--- config.mk ---
export PLATFORM = sky130hd
export DESIGN_NAME = pgm_p5_stream_parser_flat
export DESIGN_NICKNAME = d
export VERILOG_FILES = /design/src/sv/pgm_p5_pkg.sv /design/src/sv/pgm_p5_if.sv /design/src/sv/pgm_p5_stream_parser.sv /design/src/sv/pgm_p5_in_stage.sv /design/src/sv/pgm_p5_core.sv /design/src/sv/pgm_p5_out_stage.sv /design/src/flat_wrapper.sv
export SDC_FILE = /design/constraint.sdc
export NUM_CORES = 1
export LEC_CHECK = 0
export ABC_AREA = 1
export BUFFER_PORTS_ARGS = -buffer_cell sky130_fd_sc_hd__clkbuf_2
export CORE_AREA = 2 2 246 175
export CTS_CLUSTER_SIZE = 28
export DETAILED_ROUTE_END_ITERATION = 7
export DIE_AREA = 0 0 248 177
export PLACE_DENSITY = 0.66
export SYNTH_ARGS = -nofsm -noshare
export SYNTH_HDL_FRONTEND = slang
export SYNTH_SLANG_ARGS = --single-unit
--- constraint.sdc ---
create_clock -name clk -period 17.9 [get_ports clk]
set_input_delay 3.58 -clock clk [delete_from_list [all_inputs] [get_ports clk]]
set_output_delay 3.58 -clock clk [all_outputs]
set_load 0.05 [all_outputs]
--- src/sv/pgm_p5_pkg.sv ---
// Shared types and constants for the binary PGM (P5) stream parser.
package pgm_p5_pkg;

    // Result kinds
    localparam logic [1:0] KIND_PIXEL  = 2'd0;
    localparam logic [1:0] KIND_HEADER = 2'd1;
    localparam logic [1:0] KIND_ERROR  = 2'd2;

    // Status codes
    localparam logic [2:0] ST_OK        = 3'd0;
    localparam logic [2:0] ST_EMPTY     = 3'd1;
    localparam logic [2:0] ST_ASCII_P2  = 3'd2;
    localparam logic [2:0] ST_BAD_MAGIC = 3'd3;
    localparam logic [2:0] ST_MALFORMED = 3'd4;
    localparam logic [2:0] ST_SIZE      = 3'd5;
    localparam logic [2:0] ST_MAXVAL    = 3'd6;
    localparam logic [2:0] ST_SHORT     = 3'd7;

    // Reset value of the side limit register
    localparam logic [14:0] MAX_SIDE_RESET = 15'd16384;

    // Parser phase
    typedef enum logic [2:0] {
        PH_MAGIC   = 3'd0,
        PH_WIDTH   = 3'd1,
        PH_HEIGHT  = 3'd2,
        PH_MAXVAL  = 3'd3,
        PH_PAYLOAD = 3'd4,
        PH_DONE    = 3'd5,
        PH_ERROR   = 3'd6
    } phase_t;

    // One accepted input byte or end marker
    typedef struct packed {
        logic [7:0] data_byte;
        logic       end_of_stream;
    } item_t;

    // One result item
    typedef struct packed {
        logic [1:0]  kind;
        logic [7:0]  pixel;
        logic [14:0] width;
        logic [14:0] height;
        logic [2:0]  status;
        logic        last;
    } result_t;

endpackage

--- src/sv/pgm_p5_if.sv ---
// Channel interfaces of the PGM parser: byte input, result output, configuration.
interface pgm_p5_byte_if;
    logic       valid;
    logic       ready;
    logic [7:0] data_byte;
    logic       end_of_stream;

    modport source (output valid, output data_byte, output end_of_stream, input ready);
    modport sink   (input valid, input data_byte, input end_of_stream, output ready);
endinterface

interface pgm_p5_result_if;
    logic        valid;
    logic        ready;
    logic [1:0]  kind;
    logic [7:0]  pixel;
    logic [14:0] width;
    logic [14:0] height;
    logic [2:0]  status;
    logic        last;

    modport source (output valid, output kind, output pixel, output width, output height,
                    output status, output last, input ready);
    modport sink   (input valid, input kind, input pixel, input width, input height,
                    input status, input last, output ready);
endinterface

interface pgm_p5_cfg_if;
    logic        valid;
    logic        ready;
    logic [14:0] max_side;

    modport source (output valid, output max_side, input ready);
    modport sink   (input valid, input max_side, output ready);
endinterface

--- src/sv/pgm_p5_stream_parser.sv ---
// Top level of the binary PGM (P5) stream parser.
//
// Usage:
//   bytes   : one file byte per transfer, or an end_of_stream marker.
//   results : pixel (kind 0), header with width/height (kind 1) or an
//             error status (kind 2); last marks the final pixel.
//   cfg     : writes max_side, the largest accepted side; write only while
//             the parser is idle. Always ready. Sides above MAX_SIDE are refused too.
// Timing: an accepted byte is held in the input register, handled by the
//   tokenizer while held there, and its result is then registered in the
//   result register, from which it is offered. One byte is taken every
//   cycle while the result register is free; the tokenizer state update
//   is the only loop.
// Stall: when the result register holds an untaken result, the input
//   register takes a byte only if empty; that byte and all bytes after it
//   wait until the sink takes the result, whether or not they give one.
// Reset: the parser expects the magic token, no result is pending and
//   max_side returns to 16384. End of stream also returns the parser to
//   its start but keeps max_side.
module pgm_p5_stream_parser #(
    parameter int MAX_SIDE   = 16384,
    parameter int MAX_DIGITS = 10
) (
    input  logic             clk,
    input  logic             rst_n,
    pgm_p5_byte_if.sink      bytes,
    pgm_p5_result_if.source  results,
    pgm_p5_cfg_if.sink       cfg
);
    import pgm_p5_pkg::*;

    logic [14:0] max_side_q_reg;
    logic [14:0] max_side_next;
    logic        item_valid;
    item_t       item;
    logic        advance;
    logic        out_free;
    logic        res_emit;
    result_t     res;

    // Configuration register
    assign cfg.ready = 1'b1;

    always_comb
    begin
        max_side_next = max_side_q_reg;
        if (cfg.valid && cfg.ready)
        begin
            max_side_next = cfg.max_side;
        end
    end

    always_ff @(posedge clk or negedge rst_n)
    begin
        if (!rst_n)
        begin
            max_side_q_reg <= MAX_SIDE_RESET;
        end
        else
        begin
            max_side_q_reg <= max_side_next;
        end
    end

    pgm_p5_in_stage u_in_stage (
        .clk        (clk),
        .rst_n      (rst_n),
        .bytes      (bytes),
        .advance    (advance),
        .item_valid (item_valid),
        .item       (item)
    );

    pgm_p5_core #(
        .MAX_SIDE   (MAX_SIDE),
        .MAX_DIGITS (MAX_DIGITS)
    ) u_core (
        .clk        (clk),
        .rst_n      (rst_n),
        .item_valid (item_valid),
        .item       (item),
        .max_side   (max_side_q_reg),
        .out_free   (out_free),
        .advance    (advance),
        .res_emit   (res_emit),
        .res        (res)
    );

    pgm_p5_out_stage u_out_stage (
        .clk     (clk),
        .rst_n   (rst_n),
        .load    (advance && res_emit),
        .res     (res),
        .free    (out_free),
        .results (results)
    );

endmodule

--- src/sv/pgm_p5_in_stage.sv ---
// Input register of the PGM parser: holds one accepted byte or end marker.
module pgm_p5_in_stage (
    input  logic               clk,
    input  logic               rst_n,
    pgm_p5_byte_if.sink        bytes,
    input  logic               advance,
    output logic               item_valid,
    output pgm_p5_pkg::item_t  item
);
    import pgm_p5_pkg::*;

    logic  valid_reg;
    logic  valid_next;
    item_t item_reg;
    logic  load;

    // Take a new transfer when empty or when the held item moves on
    assign bytes.ready = !valid_reg || advance;
    assign load        = bytes.valid && bytes.ready;

    always_comb
    begin
        valid_next = valid_reg;
        if (load)
        begin
            valid_next = 1'b1;
        end
        else if (advance)
        begin
            valid_next = 1'b0;
        end
    end

    always_ff @(posedge clk or negedge rst_n)
    begin
        if (!rst_n)
        begin
            valid_reg <= 1'b0;
        end
        else
        begin
            valid_reg <= valid_next;
        end
    end

    // Capture payload
    always_ff @(posedge clk)
    begin
        if (load)
        begin
            item_reg.data_byte     <= bytes.data_byte;
            item_reg.end_of_stream <= bytes.end_of_stream;
        end
    end

    assign item_valid = valid_reg;
    assign item       = item_reg;

endmodule

--- src/sv/pgm_p5_core.sv ---
// PGM parser tokenizer and header state: one byte per cycle unless stalled.
module pgm_p5_core #(
    parameter int MAX_SIDE   = 16384,
    parameter int MAX_DIGITS = 10
) (
    input  logic                 clk,
    input  logic                 rst_n,
    input  logic                 item_valid,
    input  pgm_p5_pkg::item_t    item,
    input  logic [14:0]          max_side,
    input  logic                 out_free,
    output logic                 advance,
    output logic                 res_emit,
    output pgm_p5_pkg::result_t  res
);
    import pgm_p5_pkg::*;

    // Largest side that can pass the range check, and payload counter width
    localparam int LIM_MAX = (MAX_SIDE < 32767) ? MAX_SIDE : 32767;
    localparam int PIX_RAW = $clog2(LIM_MAX * LIM_MAX);
    localparam int PIX_W   = (PIX_RAW < 1) ? 1 : PIX_RAW;
    localparam logic [16:0] SIDE_CAP = 17'(MAX_SIDE);
    localparam logic [3:0]  DIGIT_CAP = 4'(MAX_DIGITS);

    localparam logic [7:0]  CH_P    = 8'h50;
    localparam logic [7:0]  CH_5    = 8'h35;
    localparam logic [7:0]  CH_2    = 8'h32;
    localparam logic [7:0]  CH_0    = 8'h30;
    localparam logic [7:0]  CH_9    = 8'h39;
    localparam logic [7:0]  CH_HASH = 8'h23;
    localparam logic [7:0]  CH_LF   = 8'h0A;
    localparam logic [7:0]  MAXVAL_OK = 8'hFF;
    localparam logic [34:0] INT_TOP = 35'h7FFFFFFF;
    localparam logic [14:0] SIDE_SAT = 15'h7FFF;

    // Magic token progress
    localparam logic [1:0] MM_NONE = 2'd0;
    localparam logic [1:0] MM_P    = 2'd1;
    localparam logic [1:0] MM_P5   = 2'd2;
    localparam logic [1:0] MM_P2   = 2'd3;

    phase_t             phase_reg, phase_next;
    logic               in_comment_reg, in_comment_next;
    logic               in_token_reg, in_token_next;
    logic [30:0]        value_reg, value_next;
    logic               ovf_reg, ovf_next;
    logic               nondigit_reg, nondigit_next;
    logic [3:0]         len_reg, len_next;
    logic [1:0]         magic_reg, magic_next;
    logic [14:0]        width_reg, width_next;
    logic [14:0]        height_reg, height_next;
    logic [PIX_W-1:0]   pixels_left_reg, pixels_left_next;

    logic [7:0]  b;
    logic        eos;
    logic        is_ws;
    logic        is_digit;

    // Token state after adding the current byte
    logic [30:0] base_value;
    logic        base_ovf;
    logic        base_nondigit;
    logic [3:0]  base_len;
    logic [1:0]  base_magic;
    logic [34:0] value_ext;
    logic [30:0] add_value;
    logic        add_ovf;
    logic        add_nondigit;
    logic [3:0]  add_len;
    logic [1:0]  add_magic;

    // Judgement of the token in hand
    logic        tok_bad;
    logic [16:0] limit;
    logic        out_of_range;
    logic [29:0] area;
    logic        fin_error;
    logic        fin_header;
    logic [2:0]  fin_status;
    phase_t      fin_phase;
    logic [14:0] fin_width;
    logic [14:0] fin_height;
    logic [PIX_W-1:0] fin_pixels;

    assign b        = item.data_byte;
    assign eos      = item.end_of_stream;
    assign advance  = item_valid && out_free;
    assign is_ws    = (b == 8'h20) || (b == 8'h09) || (b == 8'h0D) || (b == 8'h0A) ||
                      (b == 8'h0B) || (b == 8'h0C);
    assign is_digit = (b >= CH_0) && (b <= CH_9);

    // Start from a fresh token unless one is open
    always_comb
    begin
        if (in_token_reg)
        begin
            base_value    = value_reg;
            base_ovf      = ovf_reg;
            base_nondigit = nondigit_reg;
            base_len      = len_reg;
            base_magic    = magic_reg;
        end
        else
        begin
            base_value    = '0;
            base_ovf      = 1'b0;
            base_nondigit = 1'b0;
            base_len      = '0;
            base_magic    = MM_NONE;
        end
    end

    // Value times ten plus digit
    assign value_ext = ({4'd0, base_value} << 3) + ({4'd0, base_value} << 1) +
                       {31'd0, b[3:0]};

    // Append the byte to the token
    always_comb
    begin
        add_value    = base_value;
        add_ovf      = base_ovf;
        add_nondigit = base_nondigit;
        add_magic    = base_magic;
        add_len      = (base_len == 4'hF) ? 4'hF : base_len + 4'd1;
        if (phase_reg == PH_MAGIC)
        begin
            if (add_len == 4'd1 && b == CH_P)
            begin
                add_magic = MM_P;
            end
            else if (add_len == 4'd2 && base_magic == MM_P && b == CH_5)
            begin
                add_magic = MM_P5;
            end
            else if (add_len == 4'd2 && base_magic == MM_P && b == CH_2)
            begin
                add_magic = MM_P2;
            end
            else
            begin
                add_nondigit = 1'b1;
            end
        end
        else if (!is_digit)
        begin
            add_nondigit = 1'b1;
        end
        else if (!base_ovf)
        begin
            if (value_ext > INT_TOP)
            begin
                add_ovf = 1'b1;
            end
            else
            begin
                add_value = value_ext[30:0];
            end
        end
    end

    // Size checks and payload length
    assign limit = ({2'd0, max_side} < SIDE_CAP) ? {2'd0, max_side} : SIDE_CAP;
    assign out_of_range = (width_reg == 15'd0) || (height_reg == 15'd0) ||
                          ({2'd0, width_reg} > limit) || ({2'd0, height_reg} > limit);
    assign area    = width_reg * height_reg;
    assign tok_bad = nondigit_reg || ovf_reg || (len_reg == 4'd0) || (len_reg > DIGIT_CAP);

    // Judge the open token as complete
    always_comb
    begin
        fin_error  = 1'b0;
        fin_header = 1'b0;
        fin_status = ST_OK;
        fin_phase  = phase_reg;
        fin_width  = width_reg;
        fin_height = height_reg;
        fin_pixels = pixels_left_reg;
        case (phase_reg)
            PH_MAGIC:
            begin
                if (nondigit_reg || len_reg != 4'd2 || magic_reg == MM_NONE ||
                    magic_reg == MM_P)
                begin
                    fin_error  = 1'b1;
                    fin_status = ST_BAD_MAGIC;
                end
                else if (magic_reg == MM_P2)
                begin
                    fin_error  = 1'b1;
                    fin_status = ST_ASCII_P2;
                end
                else
                begin
                    fin_phase = PH_WIDTH;
                end
            end
            PH_WIDTH:
            begin
                if (tok_bad)
                begin
                    fin_error  = 1'b1;
                    fin_status = ST_MALFORMED;
                end
                else
                begin
                    fin_width = (value_reg > {16'd0, SIDE_SAT}) ? SIDE_SAT : value_reg[14:0];
                    fin_phase = PH_HEIGHT;
                end
            end
            PH_HEIGHT:
            begin
                if (tok_bad)
                begin
                    fin_error  = 1'b1;
                    fin_status = ST_MALFORMED;
                end
                else
                begin
                    fin_height = (value_reg > {16'd0, SIDE_SAT}) ? SIDE_SAT : value_reg[14:0];
                    fin_phase  = PH_MAXVAL;
                end
            end
            PH_MAXVAL:
            begin
                if (tok_bad)
                begin
                    fin_error  = 1'b1;
                    fin_status = ST_MALFORMED;
                end
                else if (out_of_range)
                begin
                    fin_error  = 1'b1;
                    fin_status = ST_SIZE;
                end
                else if (value_reg != {23'd0, MAXVAL_OK})
                begin
                    fin_error  = 1'b1;
                    fin_status = ST_MAXVAL;
                end
                else
                begin
                    fin_header = 1'b1;
                    fin_pixels = PIX_W'(area - 30'd1);
                    fin_phase  = PH_PAYLOAD;
                end
            end
            default:
            begin
                fin_phase = phase_reg;
            end
        endcase
        if (fin_error)
        begin
            fin_phase = PH_ERROR;
        end
    end

    // Next state
    always_comb
    begin
        phase_next       = phase_reg;
        in_comment_next  = in_comment_reg;
        in_token_next    = in_token_reg;
        value_next       = value_reg;
        ovf_next         = ovf_reg;
        nondigit_next    = nondigit_reg;
        len_next         = len_reg;
        magic_next       = magic_reg;
        width_next       = width_reg;
        height_next      = height_reg;
        pixels_left_next = pixels_left_reg;
        if (advance)
        begin
            if (eos)
            begin
                phase_next       = PH_MAGIC;
                in_comment_next  = 1'b0;
                in_token_next    = 1'b0;
                value_next       = '0;
                ovf_next         = 1'b0;
                nondigit_next    = 1'b0;
                len_next         = '0;
                magic_next       = MM_NONE;
                width_next       = '0;
                height_next      = '0;
                pixels_left_next = '0;
            end
            else
            begin
                case (phase_reg)
                    PH_ERROR, PH_DONE:
                    begin
                        phase_next = phase_reg;
                    end
                    PH_PAYLOAD:
                    begin
                        if (pixels_left_reg == '0)
                        begin
                            phase_next = PH_DONE;
                        end
                        else
                        begin
                            pixels_left_next = pixels_left_reg - PIX_W'(1);
                        end
                    end
                    default:
                    begin
                        if (in_comment_reg)
                        begin
                            if (b == CH_LF)
                            begin
                                in_comment_next = 1'b0;
                            end
                        end
                        else if (!in_token_reg && b == CH_HASH)
                        begin
                            in_comment_next = 1'b1;
                        end
                        else if (!is_ws)
                        begin
                            in_token_next = 1'b1;
                            value_next    = add_value;
                            ovf_next      = add_ovf;
                            nondigit_next = add_nondigit;
                            len_next      = add_len;
                            magic_next    = add_magic;
                        end
                        else if (in_token_reg)
                        begin
                            in_token_next    = 1'b0;
                            phase_next       = fin_phase;
                            width_next       = fin_width;
                            height_next      = fin_height;
                            pixels_left_next = fin_pixels;
                        end
                    end
                endcase
            end
        end
    end

    // Result for the item in hand
    always_comb
    begin
        res_emit = 1'b0;
        res      = '0;
        if (eos)
        begin
            case (phase_reg)
                PH_MAGIC, PH_WIDTH, PH_HEIGHT, PH_MAXVAL:
                begin
                    res_emit = 1'b1;
                    res.kind = KIND_ERROR;
                    if (phase_reg == PH_MAGIC && !in_token_reg)
                    begin
                        res.status = ST_EMPTY;
                    end
                    else if (in_token_reg && fin_error)
                    begin
                        res.status = fin_status;
                    end
                    else if (in_token_reg && fin_header)
                    begin
                        res.status = ST_SHORT;
                    end
                    else
                    begin
                        res.status = ST_MALFORMED;
                    end
                end
                PH_PAYLOAD:
                begin
                    res_emit   = 1'b1;
                    res.kind   = KIND_ERROR;
                    res.status = ST_SHORT;
                end
                default:
                begin
                    res_emit = 1'b0;
                end
            endcase
        end
        else
        begin
            case (phase_reg)
                PH_PAYLOAD:
                begin
                    res_emit  = 1'b1;
                    res.kind  = KIND_PIXEL;
                    res.pixel = b;
                    res.last  = (pixels_left_reg == '0);
                end
                PH_MAGIC, PH_WIDTH, PH_HEIGHT, PH_MAXVAL:
                begin
                    if (!in_comment_reg && in_token_reg && is_ws)
                    begin
                        if (fin_header)
                        begin
                            res_emit   = 1'b1;
                            res.kind   = KIND_HEADER;
                            res.width  = width_reg;
                            res.height = height_reg;
                        end
                        else if (fin_error)
                        begin
                            res_emit   = 1'b1;
                            res.kind   = KIND_ERROR;
                            res.status = fin_status;
                        end
                    end
                end
                default:
                begin
                    res_emit = 1'b0;
                end
            endcase
        end
    end

    always_ff @(posedge clk or negedge rst_n)
    begin
        if (!rst_n)
        begin
            phase_reg       <= PH_MAGIC;
            in_comment_reg  <= 1'b0;
            in_token_reg    <= 1'b0;
            value_reg       <= '0;
            ovf_reg         <= 1'b0;
            nondigit_reg    <= 1'b0;
            len_reg         <= '0;
            magic_reg       <= MM_NONE;
            width_reg       <= '0;
            height_reg      <= '0;
            pixels_left_reg <= '0;
        end
        else
        begin
            phase_reg       <= phase_next;
            in_comment_reg  <= in_comment_next;
            in_token_reg    <= in_token_next;
            value_reg       <= value_next;
            ovf_reg         <= ovf_next;
            nondigit_reg    <= nondigit_next;
            len_reg         <= len_next;
            magic_reg       <= magic_next;
            width_reg       <= width_next;
            height_reg      <= height_next;
            pixels_left_reg <= pixels_left_next;
        end
    end

endmodule

--- src/sv/pgm_p5_out_stage.sv ---
// Result register of the PGM parser: holds one result until the sink takes it.
module pgm_p5_out_stage (
    input  logic                 clk,
    input  logic                 rst_n,
    input  logic                 load,
    input  pgm_p5_pkg::result_t  res,
    output logic                 free,
    pgm_p5_result_if.source      results
);
    import pgm_p5_pkg::*;

    logic    valid_reg;
    logic    valid_next;
    result_t res_reg;

    // Free when empty or when the held result transfers this cycle
    assign free = !valid_reg || results.ready;

    always_comb
    begin
        valid_next = valid_reg;
        if (load)
        begin
            valid_next = 1'b1;
        end
        else if (results.ready)
        begin
            valid_next = 1'b0;
        end
    end

    always_ff @(posedge clk or negedge rst_n)
    begin
        if (!rst_n)
        begin
            valid_reg <= 1'b0;
        end
        else
        begin
            valid_reg <= valid_next;
        end
    end

    // Capture payload
    always_ff @(posedge clk)
    begin
        if (load)
        begin
            res_reg <= res;
        end
    end

    assign results.valid  = valid_reg;
    assign results.kind   = res_reg.kind;
    assign results.pixel  = res_reg.pixel;
    assign results.width  = res_reg.width;
    assign results.height = res_reg.height;
    assign results.status = res_reg.status;
    assign results.last   = res_reg.last;

endmodule
--- src/flat_wrapper.sv ---
// flat-port wrapper written by rule: the top's interface ports become plain ports
module pgm_p5_stream_parser_flat import pgm_p5_pkg::*;
#(
    parameter int MAX_SIDE   = 16384,
    parameter int MAX_DIGITS = 10
)
  (clk, rst_n, bytes_valid, bytes_data_byte, bytes_end_of_stream, bytes_ready, results_valid, results_kind, results_pixel, results_width, results_height, results_status, results_last, results_ready, cfg_valid, cfg_max_side, cfg_ready);
  pgm_p5_byte_if bytes_i ();
  pgm_p5_result_if results_i ();
  pgm_p5_cfg_if cfg_i ();
  input  logic clk;
  input  logic rst_n;
  input wire logic [$bits(bytes_i.valid)-1:0] bytes_valid;
  input wire logic [$bits(bytes_i.data_byte)-1:0] bytes_data_byte;
  input wire logic [$bits(bytes_i.end_of_stream)-1:0] bytes_end_of_stream;
  output wire logic [$bits(bytes_i.ready)-1:0] bytes_ready;
  output wire logic [$bits(results_i.valid)-1:0] results_valid;
  output wire logic [$bits(results_i.kind)-1:0] results_kind;
  output wire logic [$bits(results_i.pixel)-1:0] results_pixel;
  output wire logic [$bits(results_i.width)-1:0] results_width;
  output wire logic [$bits(results_i.height)-1:0] results_height;
  output wire logic [$bits(results_i.status)-1:0] results_status;
  output wire logic [$bits(results_i.last)-1:0] results_last;
  input wire logic [$bits(results_i.ready)-1:0] results_ready;
  input wire logic [$bits(cfg_i.valid)-1:0] cfg_valid;
  input wire logic [$bits(cfg_i.max_side)-1:0] cfg_max_side;
  output wire logic [$bits(cfg_i.ready)-1:0] cfg_ready;
  assign bytes_i.valid = bytes_valid;
  assign bytes_i.data_byte = bytes_data_byte;
  assign bytes_i.end_of_stream = bytes_end_of_stream;
  assign bytes_ready = bytes_i.ready;
  assign results_valid = results_i.valid;
  assign results_kind = results_i.kind;
  assign results_pixel = results_i.pixel;
  assign results_width = results_i.width;
  assign results_height = results_i.height;
  assign results_status = results_i.status;
  assign results_last = results_i.last;
  assign results_i.ready = results_ready;
  assign cfg_i.valid = cfg_valid;
  assign cfg_i.max_side = cfg_max_side;
  assign cfg_ready = cfg_i.ready;
  pgm_p5_stream_parser #(.MAX_SIDE(MAX_SIDE), .MAX_DIGITS(MAX_DIGITS)) u_core (.clk(clk), .rst_n(rst_n), .bytes(bytes_i), .results(results_i), .cfg(cfg_i));
endmodule
==> impl_metrics.csv <==
group,metric,value,unit
die,die_y,177,µm
route,route.detailed.drc,0,
route,postRouteAntennaNets,0,
job,drv_cap,0,
yosys,yosys.area.top_type,"fa_1",
yosys,ys_ff_latch,172,
clock_network,cts_made_buffers,17,
worst_setup_path,crit_path_end,"bytes_ready",
timing,grt_setup_unrepaired,"false",
hold_path,min_path_type,"reg -> reg",
worst_setup_path,ff2ff_path_depth,19,
clock_network,clkLatencyLatePin,0.46,ns
route,drt_iter0_drc,1849,
timing,finalCritPeriodShare,43.0,%
worst_setup_path,critPathCaptureType,"output port",
run_status,status,"finished clean",
yosys,synth.distinct_cells,57,
route,wl_per_cell,17.6,µm
global_routing,antenna_found_initial,0,
timing,final_max_slew_viol_count,0,
yosys,ys_async_sr_fraction,69.2,%
place,finalWeightedCongestion,0.994,
yosys,yosysWarningCount,0,
place,dp_hpwl,46700,µm
timing,finalHoldViolCount,0,
die,io_pins,76,
global_routing,grt_max_degree,62,
layout,drive_above_1_share,6.88,%
die,start_util,49.2,%
layout,areaGrowthSynthToFinish,6.52,%
clock_network,clkSinkCount,172,
route,avgViaCountPerCell,5.43,
clock_network,cts_setup_buffers,0,
die,core_area,41700,µm²
timing,setup_viol,0,
worst_setup_path,startpoint_type,"input port",
global_routing,grt.overflow.total,0,
yosys,synth_area_leaders,"fa_1 18%, nand2_1 15%, dfrtp_1 14%, ha_1 11%, inv_1 10%",
global_routing,grt_pass1_vias,17600,
clock_network,htree_levels,4,
timing,skew,0.0160,ns
clock_network,clockRootBuffer,"clkbuf_16",
yosys,synth_top_area_share,17.7,%
worst_setup_path,cp_data_arrival_time,4.11,ns
worst_setup_path,path_class,"in -> out",
timing,fin_crit,7.69,ns
die,die_w,248,µm
yosys,syn-mean-instance-area,7.27,µm²
layout,largest_reg_flops,31,
layout,antennaDiodeCount,0,
timing,totalNegativeSetupSlack,0,ns
yosys,synth-seq-area-share,22.3,%
layout,final_cell_mix,"815 x nand2_1, 550 x inv_1, 182 x ha_1, 181 x fa_1, 175 x nor2_1",
worst_setup_path,r2r_start,"u_core.u_core.width_reg[5]",
clock_network,clk_pin_slew,0.08,ns
worst_setup_path,startpoint,"results_ready",
clock_network,cts_resized,0,
die,dieArea,43900,µm²
worst_setup_path,r2r-end,"u_core.u_core.pixels_left_reg[16]",
yosys,yosys_most_used_dff,"dfrtp_1",
timing,max-slew-margin-rel,24.9,%
timing,tightest_slew,1.13,ns
layout,final_nets,3212,
yosys,syn-cell-area,20500,µm²
layout,final_common_cell,"nand2_1",
route,firstDrtPassIters,7,
worst_setup_path,cp_max_fo,3,
route,vias,18400,
global_routing,grt_usage,28.4,%
global_routing,grt_pass1_wl,96200,µm
hold_path,hp-start,"u_core.u_core.in_comment_reg",
clock_network,cts_tree,"done",
worst_setup_path,crit_required,14.32,ns
yosys,synth_edf_count,53,
layout,fillers,4032,
die,rows,63,
place,port-buffer-count,74,
place,place_area,21200,µm²
worst_setup_path,worst-r2r-setup-slack,11.31,ns
route,finalWirelength,59600,µm
clock_network,clk_path_buf_depth,2,
yosys,syn_inst,2824,
yosys,syn_nets,3216,
clock_network,cts.hold.buffers_added,0,
timing,fmax,130,MHz
layout,final_area,21900,µm²
## layer usage
layer | track usage, % | part of all wire [%] | wire length (µm)
met5 | 0 | 0 | 0
met4 | 5.79 | 1.5 | 880
met3 | 5.12 | 9.6 | 5730
met2 | 40.6 | 40 | 24100
met1 | 44.4 | 48 | 28900
## Yosys cell counts (all sizes together) (3+ instances only)
cell    count
nor4       11
ha        182
edfxtp     53
and2        3
clkbuf     88
a21o        7
a22oi       3
o211ai     15
nor3       29
buf        18
inv       560
xnor2      17
nand2     831
o21ai     149
or2         9
xor2       30
nand3b      4
a31oi       6
nand3     131
a21oi     112
mux2       13
o21bai      7
nor2      190
dfrtp     118
o31ai       3
nand4      37
fa        181
## final cells by class
cell class                 count  area [µm²]  share of cell area [%]
inverter                     561        2110                    9.63
clock buffer                  18         439                    2.01
clock inverter                14         198                   0.904
sequential                   172        4570                    20.9
tap                          552         691                    3.16
timing repair buffer          83         440                    2.01
multi-input combinational   1985       13400                    61.4
## how the worst min path moves through the flow
stage | endpoint | depth (start not counted)
finish | u_core.u_core.in_comment_reg | 1
global route | u_core.u_core.in_comment_reg | 1
CTS | u_core.u_core.in_comment_reg | 1
detailed placement | u_core.u_core.in_comment_reg | 1
global placement | u_core.u_core.pixels_left_reg[0] | 2
floorplan | u_core.u_core.pixels_left_reg[0] | 2
## critical path, cell delays in order
cell	delay (ns)
clkbuf_2	0.10
nor2_1	0.11
nand2_1	0.09
clkbuf_2	0.24
## metrics by stage
stage	cells	hold slack, ns	setup WS [ns]	utilization (%)
after global placement	3353	0.474	10.14	50.9
after detailed placement	3353	0.483	10.20	50.9
after floorplan	2824	0.459	10.35	-
final	3385	0.496	10.21	52.4
after global routing	3385	0.535	10.17	52.4
after CTS	3385	0.494	10.20	52.4
## cells by family (layout without fill, tap and decap cells)
kind of cell / after synthesis / in the layout / share of synthesized area [%]
xor+xnor: 47 / 47 / 2.01
fa+ha+maj: 363 / 363 / 28.7
compound gates: 314 / 314 / 8.55
other cells: 1 / 1 / 0.0183
buf+inv: 667 / 676 / 12.4
mux: 13 / 13 / 0.713
flops: 172 / 172 / 22.3
simple gates: 1247 / 1247 / 25.3
Power is left out: the tool's default activity adds up to more than one toggle a clock period on the data nets, which glitch-free logic cannot reach.
